==> src/rtl/cdc_pkg.sv <==
// Shared types, codes and calendar helpers for the date-time counter.
// No dependencies; imported by calendar_datetime_counter_top.
`timescale 1ns / 1ps

package cdc_pkg;

  localparam int unsigned YearW  = 14;
  localparam int unsigned MonthW = 4;
  localparam int unsigned DayW   = 5;
  localparam int unsigned HourW  = 5;
  localparam int unsigned MinW   = 6;
  localparam int unsigned SecW   = 6;
  localparam int unsigned CountW = 16;

  localparam logic [31:0]      MAX_STEPS_DEF = 32'd65535;
  localparam logic [YearW-1:0] YEAR_MAX_DEF  = 14'd9999;

  // Reciprocal of 100 for a 14-bit year: q = (y * 5243) >> 19 is exact here.
  localparam logic [12:0] Recip100   = 13'd5243;
  localparam int unsigned Recip100Sh = 19;
  localparam int unsigned QuotW      = 8;

  typedef enum logic [1:0] {
    ACT_LOAD = 2'd0,
    ACT_FWD  = 2'd1,
    ACT_BACK = 2'd2
  } action_e;

  typedef enum logic [1:0] {
    STATUS_OK       = 2'd0,
    STATUS_BAD_DATE = 2'd1,
    STATUS_BAD_TIME = 2'd2,
    STATUS_LIMIT    = 2'd3
  } status_e;

  typedef enum logic [4:0] {
    ST_IDLE   = 5'b00001,
    ST_LOAD_Q = 5'b00010,
    ST_LOAD_C = 5'b00100,
    ST_STEP   = 5'b01000,
    ST_DONE   = 5'b10000
  } state_e;

  // Month length; out-of-range months read as 31.
  function automatic logic [DayW-1:0] days_in(input logic [MonthW-1:0] month,
                                              input logic leap);
    logic [DayW-1:0] len;
    case (month)
      4'd2:                      len = leap ? 5'd29 : 5'd28;
      4'd4, 4'd6, 4'd9, 4'd11:   len = 5'd30;
      default:                   len = 5'd31;
    endcase
    return len;
  endfunction

  // Leap rule from the year and its registered quotient by 100.
  function automatic logic is_leap(input logic [YearW-1:0] year,
                                   input logic [QuotW-1:0] quot);
    logic [YearW-1:0] hund;
    hund = YearW'({quot, 6'b0}) + YearW'({quot, 5'b0}) + YearW'({quot, 2'b0});
    return (year[1:0] == 2'b00) && ((year != hund) || (quot[1:0] == 2'b00));
  endfunction

endpackage

==> src/rtl/calendar_datetime_counter_top.sv <==
// Gregorian date and time-of-day counter with load, step-forward and step-back.
// Depends on cdc_pkg for codes, month lengths and the leap rule.
//
//   channel  direction  handshake               payload
//   in       sink       in_valid_i/in_stall_o   action, count, set_* date-time
//   out      source     out_valid_o/out_stall_i cur_* date-time, status
//
// A load passes from the input beat through LOAD_Q and LOAD_C to DONE and
// then to the result register; a step applies min(count, MAX_STEPS) one-second
// ticks of the shared tick unit, one per cycle, fewer if the year limit stops it.
// Reset sets 0001-01-01 00:00:00. Input is stalled while an item is in work;
// a finished result waits in the result register, and the next item is taken
// as soon as the result has been handed over to that register.
`timescale 1ns / 1ps

module calendar_datetime_counter_top #(
  parameter logic [31:0]                MAX_STEPS = cdc_pkg::MAX_STEPS_DEF,
  parameter logic [cdc_pkg::YearW-1:0]  YEAR_MAX  = cdc_pkg::YEAR_MAX_DEF
) (
  input  logic                          clk_i,
  input  logic                          rst_ni,
  input  logic                          in_valid_i,
  output logic                          in_stall_o,
  input  logic [1:0]                    action_i,
  input  logic [cdc_pkg::CountW-1:0]    count_i,
  input  logic [cdc_pkg::YearW-1:0]     set_year_i,
  input  logic [cdc_pkg::MonthW-1:0]    set_month_i,
  input  logic [cdc_pkg::DayW-1:0]      set_day_i,
  input  logic [cdc_pkg::HourW-1:0]     set_hour_i,
  input  logic [cdc_pkg::MinW-1:0]      set_minute_i,
  input  logic [cdc_pkg::SecW-1:0]      set_second_i,
  output logic                          out_valid_o,
  input  logic                          out_stall_i,
  output logic [cdc_pkg::YearW-1:0]     cur_year_o,
  output logic [cdc_pkg::MonthW-1:0]    cur_month_o,
  output logic [cdc_pkg::DayW-1:0]      cur_day_o,
  output logic [cdc_pkg::HourW-1:0]     cur_hour_o,
  output logic [cdc_pkg::MinW-1:0]      cur_minute_o,
  output logic [cdc_pkg::SecW-1:0]      cur_second_o,
  output logic [1:0]                    status_o
);

  import cdc_pkg::*;

  state_e state_q, state_d;

  logic [YearW-1:0]  year_q, year_d;
  logic [MonthW-1:0] month_q, month_d;
  logic [DayW-1:0]   day_q, day_d;
  logic [HourW-1:0]  hour_q, hour_d;
  logic [MinW-1:0]   min_q, min_d;
  logic [SecW-1:0]   sec_q, sec_d;

  logic [1:0]        act_q;
  logic [CountW-1:0] cnt_q, cnt_d;
  logic [YearW-1:0]  sy_q;
  logic [MonthW-1:0] sm_q;
  logic [DayW-1:0]   sd_q;
  logic [HourW-1:0]  sh_q;
  logic [MinW-1:0]   smi_q;
  logic [SecW-1:0]   ss_q;

  logic [1:0]        stat_q, stat_d;
  logic [QuotW-1:0]  quot_q;

  logic              out_valid_q;
  logic [YearW-1:0]  oy_q;
  logic [MonthW-1:0] om_q;
  logic [DayW-1:0]   od_q;
  logic [HourW-1:0]  oh_q;
  logic [MinW-1:0]   omi_q;
  logic [SecW-1:0]   os_q;
  logic [1:0]        ost_q;

  logic in_beat, out_free, res_load;
  logic [CountW-1:0] cnt_clamped;

  // Shared reciprocal multiplier: the load year while checking, else the held year.
  logic [YearW-1:0]    mul_a;
  logic [YearW+12:0]   mul_p;
  logic                leap_cur;

  // Tick unit results.
  logic [YearW-1:0]  t_year;
  logic [MonthW-1:0] t_month;
  logic [DayW-1:0]   t_day;
  logic [HourW-1:0]  t_hour;
  logic [MinW-1:0]   t_min;
  logic [SecW-1:0]   t_sec;
  logic              t_block;
  logic [DayW-1:0]   dim_cur, dim_prev;
  logic [MonthW-1:0] month_prev;

  logic date_ok, time_ok;

  assign in_stall_o = (state_q != ST_IDLE);
  assign in_beat    = in_valid_i && (state_q == ST_IDLE);
  assign out_free   = !out_valid_q || !out_stall_i;
  assign res_load   = (state_q == ST_DONE) && out_free;

  assign cnt_clamped = ({16'b0, count_i} > MAX_STEPS) ? MAX_STEPS[CountW-1:0] : count_i;

  assign mul_a    = (state_q == ST_LOAD_Q) ? sy_q : year_q;
  assign mul_p    = mul_a * Recip100;
  assign leap_cur = is_leap(year_q, quot_q);

  assign dim_cur    = days_in(month_q, leap_cur);
  assign month_prev = month_q - 4'd1;
  assign dim_prev   = days_in(month_prev, leap_cur);

  always_comb begin
    t_year  = year_q;
    t_month = month_q;
    t_day   = day_q;
    t_hour  = hour_q;
    t_min   = min_q;
    t_sec   = sec_q;
    t_block = 1'b0;
    if (act_q == ACT_FWD) begin
      if (sec_q < 6'd59) begin
        t_sec = sec_q + 6'd1;
      end else if (min_q < 6'd59) begin
        t_min = min_q + 6'd1;
        t_sec = '0;
      end else if (hour_q < 5'd23) begin
        t_hour = hour_q + 5'd1;
        t_min  = '0;
        t_sec  = '0;
      end else if ((day_q >= dim_cur) && (month_q >= 4'd12) && (year_q >= YEAR_MAX)) begin
        t_block = 1'b1;
      end else begin
        t_hour = '0;
        t_min  = '0;
        t_sec  = '0;
        if (day_q >= dim_cur) begin
          t_day = 5'd1;
          if (month_q >= 4'd12) begin
            t_year  = year_q + 14'd1;
            t_month = 4'd1;
          end else begin
            t_month = month_q + 4'd1;
          end
        end else begin
          t_day = day_q + 5'd1;
        end
      end
    end else begin
      if (sec_q > 6'd0) begin
        t_sec = sec_q - 6'd1;
      end else if (min_q > 6'd0) begin
        t_min = min_q - 6'd1;
        t_sec = 6'd59;
      end else if (hour_q > 5'd0) begin
        t_hour = hour_q - 5'd1;
        t_min  = 6'd59;
        t_sec  = 6'd59;
      end else if ((day_q <= 5'd1) && (month_q <= 4'd1) && (year_q <= 14'd1)) begin
        t_block = 1'b1;
      end else begin
        t_hour = 5'd23;
        t_min  = 6'd59;
        t_sec  = 6'd59;
        if (day_q <= 5'd1) begin
          if (month_q <= 4'd1) begin
            t_year  = year_q - 14'd1;
            t_month = 4'd12;
            t_day   = 5'd31;
          end else begin
            t_month = month_prev;
            t_day   = dim_prev;
          end
        end else begin
          t_day = day_q - 5'd1;
        end
      end
    end
  end

  assign date_ok = (sm_q >= 4'd1) && (sm_q <= 4'd12) && (sy_q >= 14'd1) && (sy_q <= YEAR_MAX)
                && (sd_q >= 5'd1) && (sd_q <= days_in(sm_q, is_leap(sy_q, quot_q)));
  assign time_ok = (sh_q <= 5'd23) && (smi_q <= 6'd59) && (ss_q <= 6'd59);

  always_comb begin
    state_d = state_q;
    year_d  = year_q;
    month_d = month_q;
    day_d   = day_q;
    hour_d  = hour_q;
    min_d   = min_q;
    sec_d   = sec_q;
    cnt_d   = cnt_q;
    stat_d  = stat_q;
    case (state_q)
      ST_IDLE: begin
        if (in_valid_i) begin
          cnt_d  = cnt_clamped;
          stat_d = STATUS_OK;
          if (action_i == ACT_LOAD) begin
            state_d = ST_LOAD_Q;
          end else if ((action_i == ACT_FWD) || (action_i == ACT_BACK)) begin
            state_d = ST_STEP;
          end else begin
            state_d = ST_DONE;
          end
        end
      end
      ST_LOAD_Q: state_d = ST_LOAD_C;
      ST_LOAD_C: begin
        state_d = ST_DONE;
        if (!date_ok) begin
          stat_d = STATUS_BAD_DATE;
        end else if (!time_ok) begin
          stat_d = STATUS_BAD_TIME;
        end else begin
          year_d  = sy_q;
          month_d = sm_q;
          day_d   = sd_q;
          hour_d  = sh_q;
          min_d   = smi_q;
          sec_d   = ss_q;
        end
      end
      ST_STEP: begin
        if (cnt_q == '0) begin
          state_d = ST_DONE;
        end else if (t_block) begin
          // drop the remaining ticks at the year limit
          stat_d  = STATUS_LIMIT;
          state_d = ST_DONE;
        end else begin
          year_d  = t_year;
          month_d = t_month;
          day_d   = t_day;
          hour_d  = t_hour;
          min_d   = t_min;
          sec_d   = t_sec;
          cnt_d   = cnt_q - 16'd1;
        end
      end
      ST_DONE: begin
        if (out_free) begin
          state_d = ST_IDLE;
        end
      end
      default: state_d = ST_IDLE;
    endcase
  end

  always_ff @(posedge clk_i or negedge rst_ni) begin
    if (!rst_ni) begin
      state_q     <= ST_IDLE;
      year_q      <= 14'd1;
      month_q     <= 4'd1;
      day_q       <= 5'd1;
      hour_q      <= '0;
      min_q       <= '0;
      sec_q       <= '0;
      out_valid_q <= 1'b0;
    end else begin
      state_q <= state_d;
      year_q  <= year_d;
      month_q <= month_d;
      day_q   <= day_d;
      hour_q  <= hour_d;
      min_q   <= min_d;
      sec_q   <= sec_d;
      if (res_load) begin
        out_valid_q <= 1'b1;
      end else if (!out_stall_i) begin
        out_valid_q <= 1'b0;
      end
    end
  end

  // Payload registers: no reset needed.
  always_ff @(posedge clk_i) begin
    quot_q <= mul_p[Recip100Sh +: QuotW];
    cnt_q  <= cnt_d;
    stat_q <= stat_d;
    if (in_beat) begin
      act_q <= action_i;
      sy_q  <= set_year_i;
      sm_q  <= set_month_i;
      sd_q  <= set_day_i;
      sh_q  <= set_hour_i;
      smi_q <= set_minute_i;
      ss_q  <= set_second_i;
    end
    if (res_load) begin
      oy_q  <= year_q;
      om_q  <= month_q;
      od_q  <= day_q;
      oh_q  <= hour_q;
      omi_q <= min_q;
      os_q  <= sec_q;
      ost_q <= stat_q;
    end
  end

  assign out_valid_o  = out_valid_q;
  assign cur_year_o   = oy_q;
  assign cur_month_o  = om_q;
  assign cur_day_o    = od_q;
  assign cur_hour_o   = oh_q;
  assign cur_minute_o = omi_q;
  assign cur_second_o = os_q;
  assign status_o     = ost_q;

endmodule

==> config.mk <==
export PLATFORM = sky130hd
export DESIGN_NAME = calendar_datetime_counter_top
export DESIGN_NICKNAME = d
export VERILOG_FILES = /design/src/rtl/cdc_pkg.sv /design/src/rtl/calendar_datetime_counter_top.sv
export SDC_FILE = /design/constraint.sdc
export NUM_CORES = 1
export LEC_CHECK = 0
export BUFFER_PORTS_ARGS = -buffer_cell sky130_fd_sc_hd__buf_4
export CORE_AREA = 10 10 170 156
export CTS_BUF_LIST = sky130_fd_sc_hd__clkbuf_8
export DETAILED_ROUTE_END_ITERATION = 16
export DIE_AREA = 0 0 180 166
export PLACE_DENSITY = 0.74
export SYNTH_ARGS = -nofsm -noshare
export SYNTH_HDL_FRONTEND = slang
export SYNTH_SLANG_ARGS = --single-unit
export TNS_END_PERCENT = 30
==> constraint.sdc <==
create_clock -name clk_i -period 18.9 [get_ports clk_i]
set_input_delay 1.89 -clock clk_i [delete_from_list [all_inputs] [get_ports clk_i]]
set_output_delay 1.89 -clock clk_i [all_outputs]
set_load 0.02 [all_outputs]
==> results.tsv <==
stage	metric	value	unit
clock_tree	CTS H-tree lvls	4	
logic_synthesis	Post-Syn Instances	1264	
timing	clk_skew	0.0187	ns
setup_path	Worst path max stage delay	1.05	ns
logic_synthesis	Post-Synthesis Mean Instance Area	9.87	sq um
timing	Final Setup Violations	0	
setup_path	most used cell, CP	fa_1	
setup_path	CP required	19.31	ns
placed_design	Placement Setup Slack	11.64	ns
setup_path	flop2flop setup slack	11.57	ns
worst_hold_path	Hold Path Sink	status_o[1]$_DFFE_PP_	
timing	Worst-Margin Slew	1.26	ns
detailed_routing	DRT iter0 DRCs	913	
logic_synthesis	synthesized flop and latch total	156	
timing	fin crit share	38.8	%
clock_tree	CTS tree	yes	
logic_synthesis	synth warn	0	
timing	fmax	136	MHz
timing	Setup WS post-layout	11.57	ns
finish	most common cell after layout, fill and taps aside	inv_1	
floorplanning	num rows	53	
logic_synthesis	Post-synth EDFFs	102	
finish	share of cells above drive strength 1	13.5	%
logic_synthesis	ys async rst share	29.5	%
global_routing	first-pass GRT wire length	51100	um
setup_path	Worst R2R End	quot_q[4]$_DFF_P_	
setup_path	Setup crit start kind	register	
placed_design	routability congestion estimate	0.914	
detailed_routing	Vias/cell	5.88	
finish	Syn-to-layout area delta	11.2	%
floorplanning	core area	23000	sq um
clock_tree	CTS root buf	clkbuf_8	
timing	setup_tns	0	ns
worst_hold_path	hold depth	0	
timing	worst relative slew slack	15.4	%
finish	multi-input gate area in the final layout	7270	sq um
setup_path	worst-path cell chain	nand3b_1 -> inv_1 -> o21ai_0 -> ha_1 -> fa_1 -> fa_1 -> inv_1 -> fa_1 -> fa_1 -> inv_1 -> ha_1 -> o21ai_0 -> nor2_1 -> a2111oi_0 -> o21ai_0 -> a211o_1 -> a31oi_1 -> xnor2_1	
finish	Seq. cell area	4380	sq um
global_routing	largest net degree at the start of global routing	64	
detailed_routing	first drt pass iteration count	6	
clock_tree	CTS sink count	156	
logic_synthesis	Netlist Area Pre-Place	12500	sq um
timing	RSZ-0062 raised after global routing	false	
global_routing	total track usage	20.8	%
clock_tree	Post-CTS Resized	0	
worst_hold_path	Worst Hold Class	reg2reg	
clock_tree	Post-CTS Setup Inserts	0	
clock_tree	worst skew pair latency	0.47	ns
detailed_routing	vias post-DR	9718	
logic_synthesis	synth unique cells	79	
clock_tree	CTS Buf Count	17	
clock_tree	Longest Clk Path Bufs	2	
flow_run	Max-Cap Viols	0	
detailed_routing	wire length per cell	18.8	um
clock_tree	hold_buf cts	0	
placed_design	DP HPWL	23500	um
floorplanning	Die ar.	29900	sq um
detailed_routing	drt drc	0	
floorplanning	Die H	166	um
setup_path	r2r startpoint	state_q[0]$_DFFE_PN1P_	
global_routing	total grt overflow	0	
setup_path	Worst Path Max Fanout	13	
logic_synthesis	syn_nets	1530	
worst_hold_path	Hold Startpoint	stat_q[1]$_DFFE_PP_	
finish	fillers	1944	
logic_synthesis	Synth Flop Type	edfxtp_1	
setup_path	crit path DAT	7.74	ns
timing	final count of hold timing violations	0	
finish	layout net count	1604	
finish	n_diodes	0	
detailed_routing	DRT antenna net count	0	
setup_path	Reg2Reg Depth	18	
logic_synthesis	Seq/Total Area, Yosys	35.1	%
clock_tree	Clock Pin Slew Worst Setup and Hold Paths	0.10	ns
global_routing	vias in the first global route	9712	
setup_path	Critical Path Slowest Stage Cell	o21ai_0	
setup_path	CP Capture Type	register	
floorplanning	Initial Util	54.2	%
floorplanning	IO Pins	106	
finish	commonest non-fill, non-tap cells in the layout	148 x inv_1, 136 x ha_1, 114 x buf_4	
detailed_routing	final wirelength	31100	um
status	outcome	completed	
floorplanning	DIE WIDTH	180	um
global_routing	antenna violations before repair	0	
timing	Slew Limit Fails	0	
timing	fin crit period	7.33	ns
setup_path	Crit Path Category	reg2reg	
placed_design	Buffers on Ports	105	
[worst max-delay path, delay by kind of cell, from the launching register on]
| kind | cells | cell delay (ns) |
|---|---|---|
| xor+xnor | 1 | 0.13 |
| simple gates | 2 | 0.53 |
| buf+inv | 3 | 0.42 |
| compound gates | 6 | 2.89 |
| fa+ha+maj | 6 | 2.76 |
| flops | 1 | 0.55 |
[layer usage]
| metal | wire length (um) | vias up | GRT usage [%] |
|---|---|---|---|
| met3 | 2810 | 52 | 5.69 |
| li1 | - | 4632 | - |
| met4 | 642 | 0 | 6.25 |
| met2 | 13800 | 414 | 31.4 |
| met5 | 0 | - | 0 |
| met1 | 13900 | 4620 | 28.4 |
[Yosys cell counts, types with 14 or more instances]
cell        n  share of area [%]
a21oi_1    64                2.6
o31ai_1    19                1.1
nor4_1     18               0.90
clkbuf_1   45                1.4
inv_1     148                4.5
nand2_1    91                2.7
nor2_1     83                2.5
o21ai_0    85                3.4
dfrtp_1    42                8.4
fa_1       68                 11
nand4_1    18               0.90
nand3_1    21               0.84
a31oi_1    18               0.90
nor3_1     41                1.6
mux2i_1    14                1.1
xor2_1     22                1.5
xnor2_1    37                2.6
ha_1      136                 14
edfxtp_1  102                 25
[flip-flops by register name, summed over array words and instances, names as in the netlist, 4 cells and up]
name          count
cur_hour_o        5
state_q           5
sd_q              5
cur_day_o         5
cur_minute_o      6
smi_q             6
hour_q            5
month_q           4
ss_q              6
sy_q             14
quot_q            8
sec_q             6
cur_month_o       4
year_q           14
cur_year_o       14
cnt_q            16
sm_q              4
day_q             5
min_q             6
sh_q              5
cur_second_o      6
[how the worst max path moves through the flow]
stage | endpoint | start | slack (ns) | depth (start not counted)
finish | quot_q[4]$_DFF_P_ | state_q[0]$_DFFE_PN1P_ | 11.57 | 18
global route | quot_q[4]$_DFF_P_ | state_q[0]$_DFFE_PN1P_ | 11.07 | 18
CTS | quot_q[4]$_DFF_P_ | state_q[0]$_DFFE_PN1P_ | 11.60 | 18
detailed placement | quot_q[4]$_DFF_P_ | state_q[0]$_DFFE_PN1P_ | 11.64 | 18
global placement | quot_q[4]$_DFF_P_ | state_q[0]$_DFFE_PN1P_ | 11.78 | 18
floorplan | quot_q[4]$_DFF_P_ | state_q[0]$_DFFE_PN1P_ | 12.76 | 19
[stage by stage]
| stage | instances | cell area [sq um] | hold slack [ns] | utilization, % |
|---|---|---|---|---|
| 3_3_place_gp | 1621 | 13400 | 0.405 | 58.4 |
| 2_1_floorplan | 1264 | 12500 | 0.400 | - |
| 5_1_grt | 1653 | 13900 | 0.459 | 60.3 |
| 4_1_cts | 1653 | 13900 | 0.437 | 60.3 |
| 3_5_place_dp | 1621 | 13400 | 0.417 | 58.4 |
| 6_report | 1653 | 13900 | 0.441 | 60.3 |
[kinds of logic (layout without fill, tap and decap cells)]
logic type | after synthesis | in the layout | share of synthesized area, %
compound gates | 281 | 281 | 14.6
xor+xnor | 60 | 60 | 4.32
fa+ha+maj | 204 | 204 | 24.6
buf+inv | 207 | 294 | 6.65
flops | 156 | 156 | 35.1
mux | 19 | 19 | 1.58
simple gates | 337 | 337 | 13.2
[final cells by class]
class / instances / area share [%]
clock buffer: 17 / 1.69
clock inverter: 15 / 1.35
tap: 302 / 2.73
inverter: 148 / 4.01
timing repair buffer: 114 / 6.17
sequential: 156 / 31.6
multi-input combinational: 901 / 52.5
Power is not shown: default switching activity piles up to over one toggle a cycle in this logic, so the estimate is an artifact.
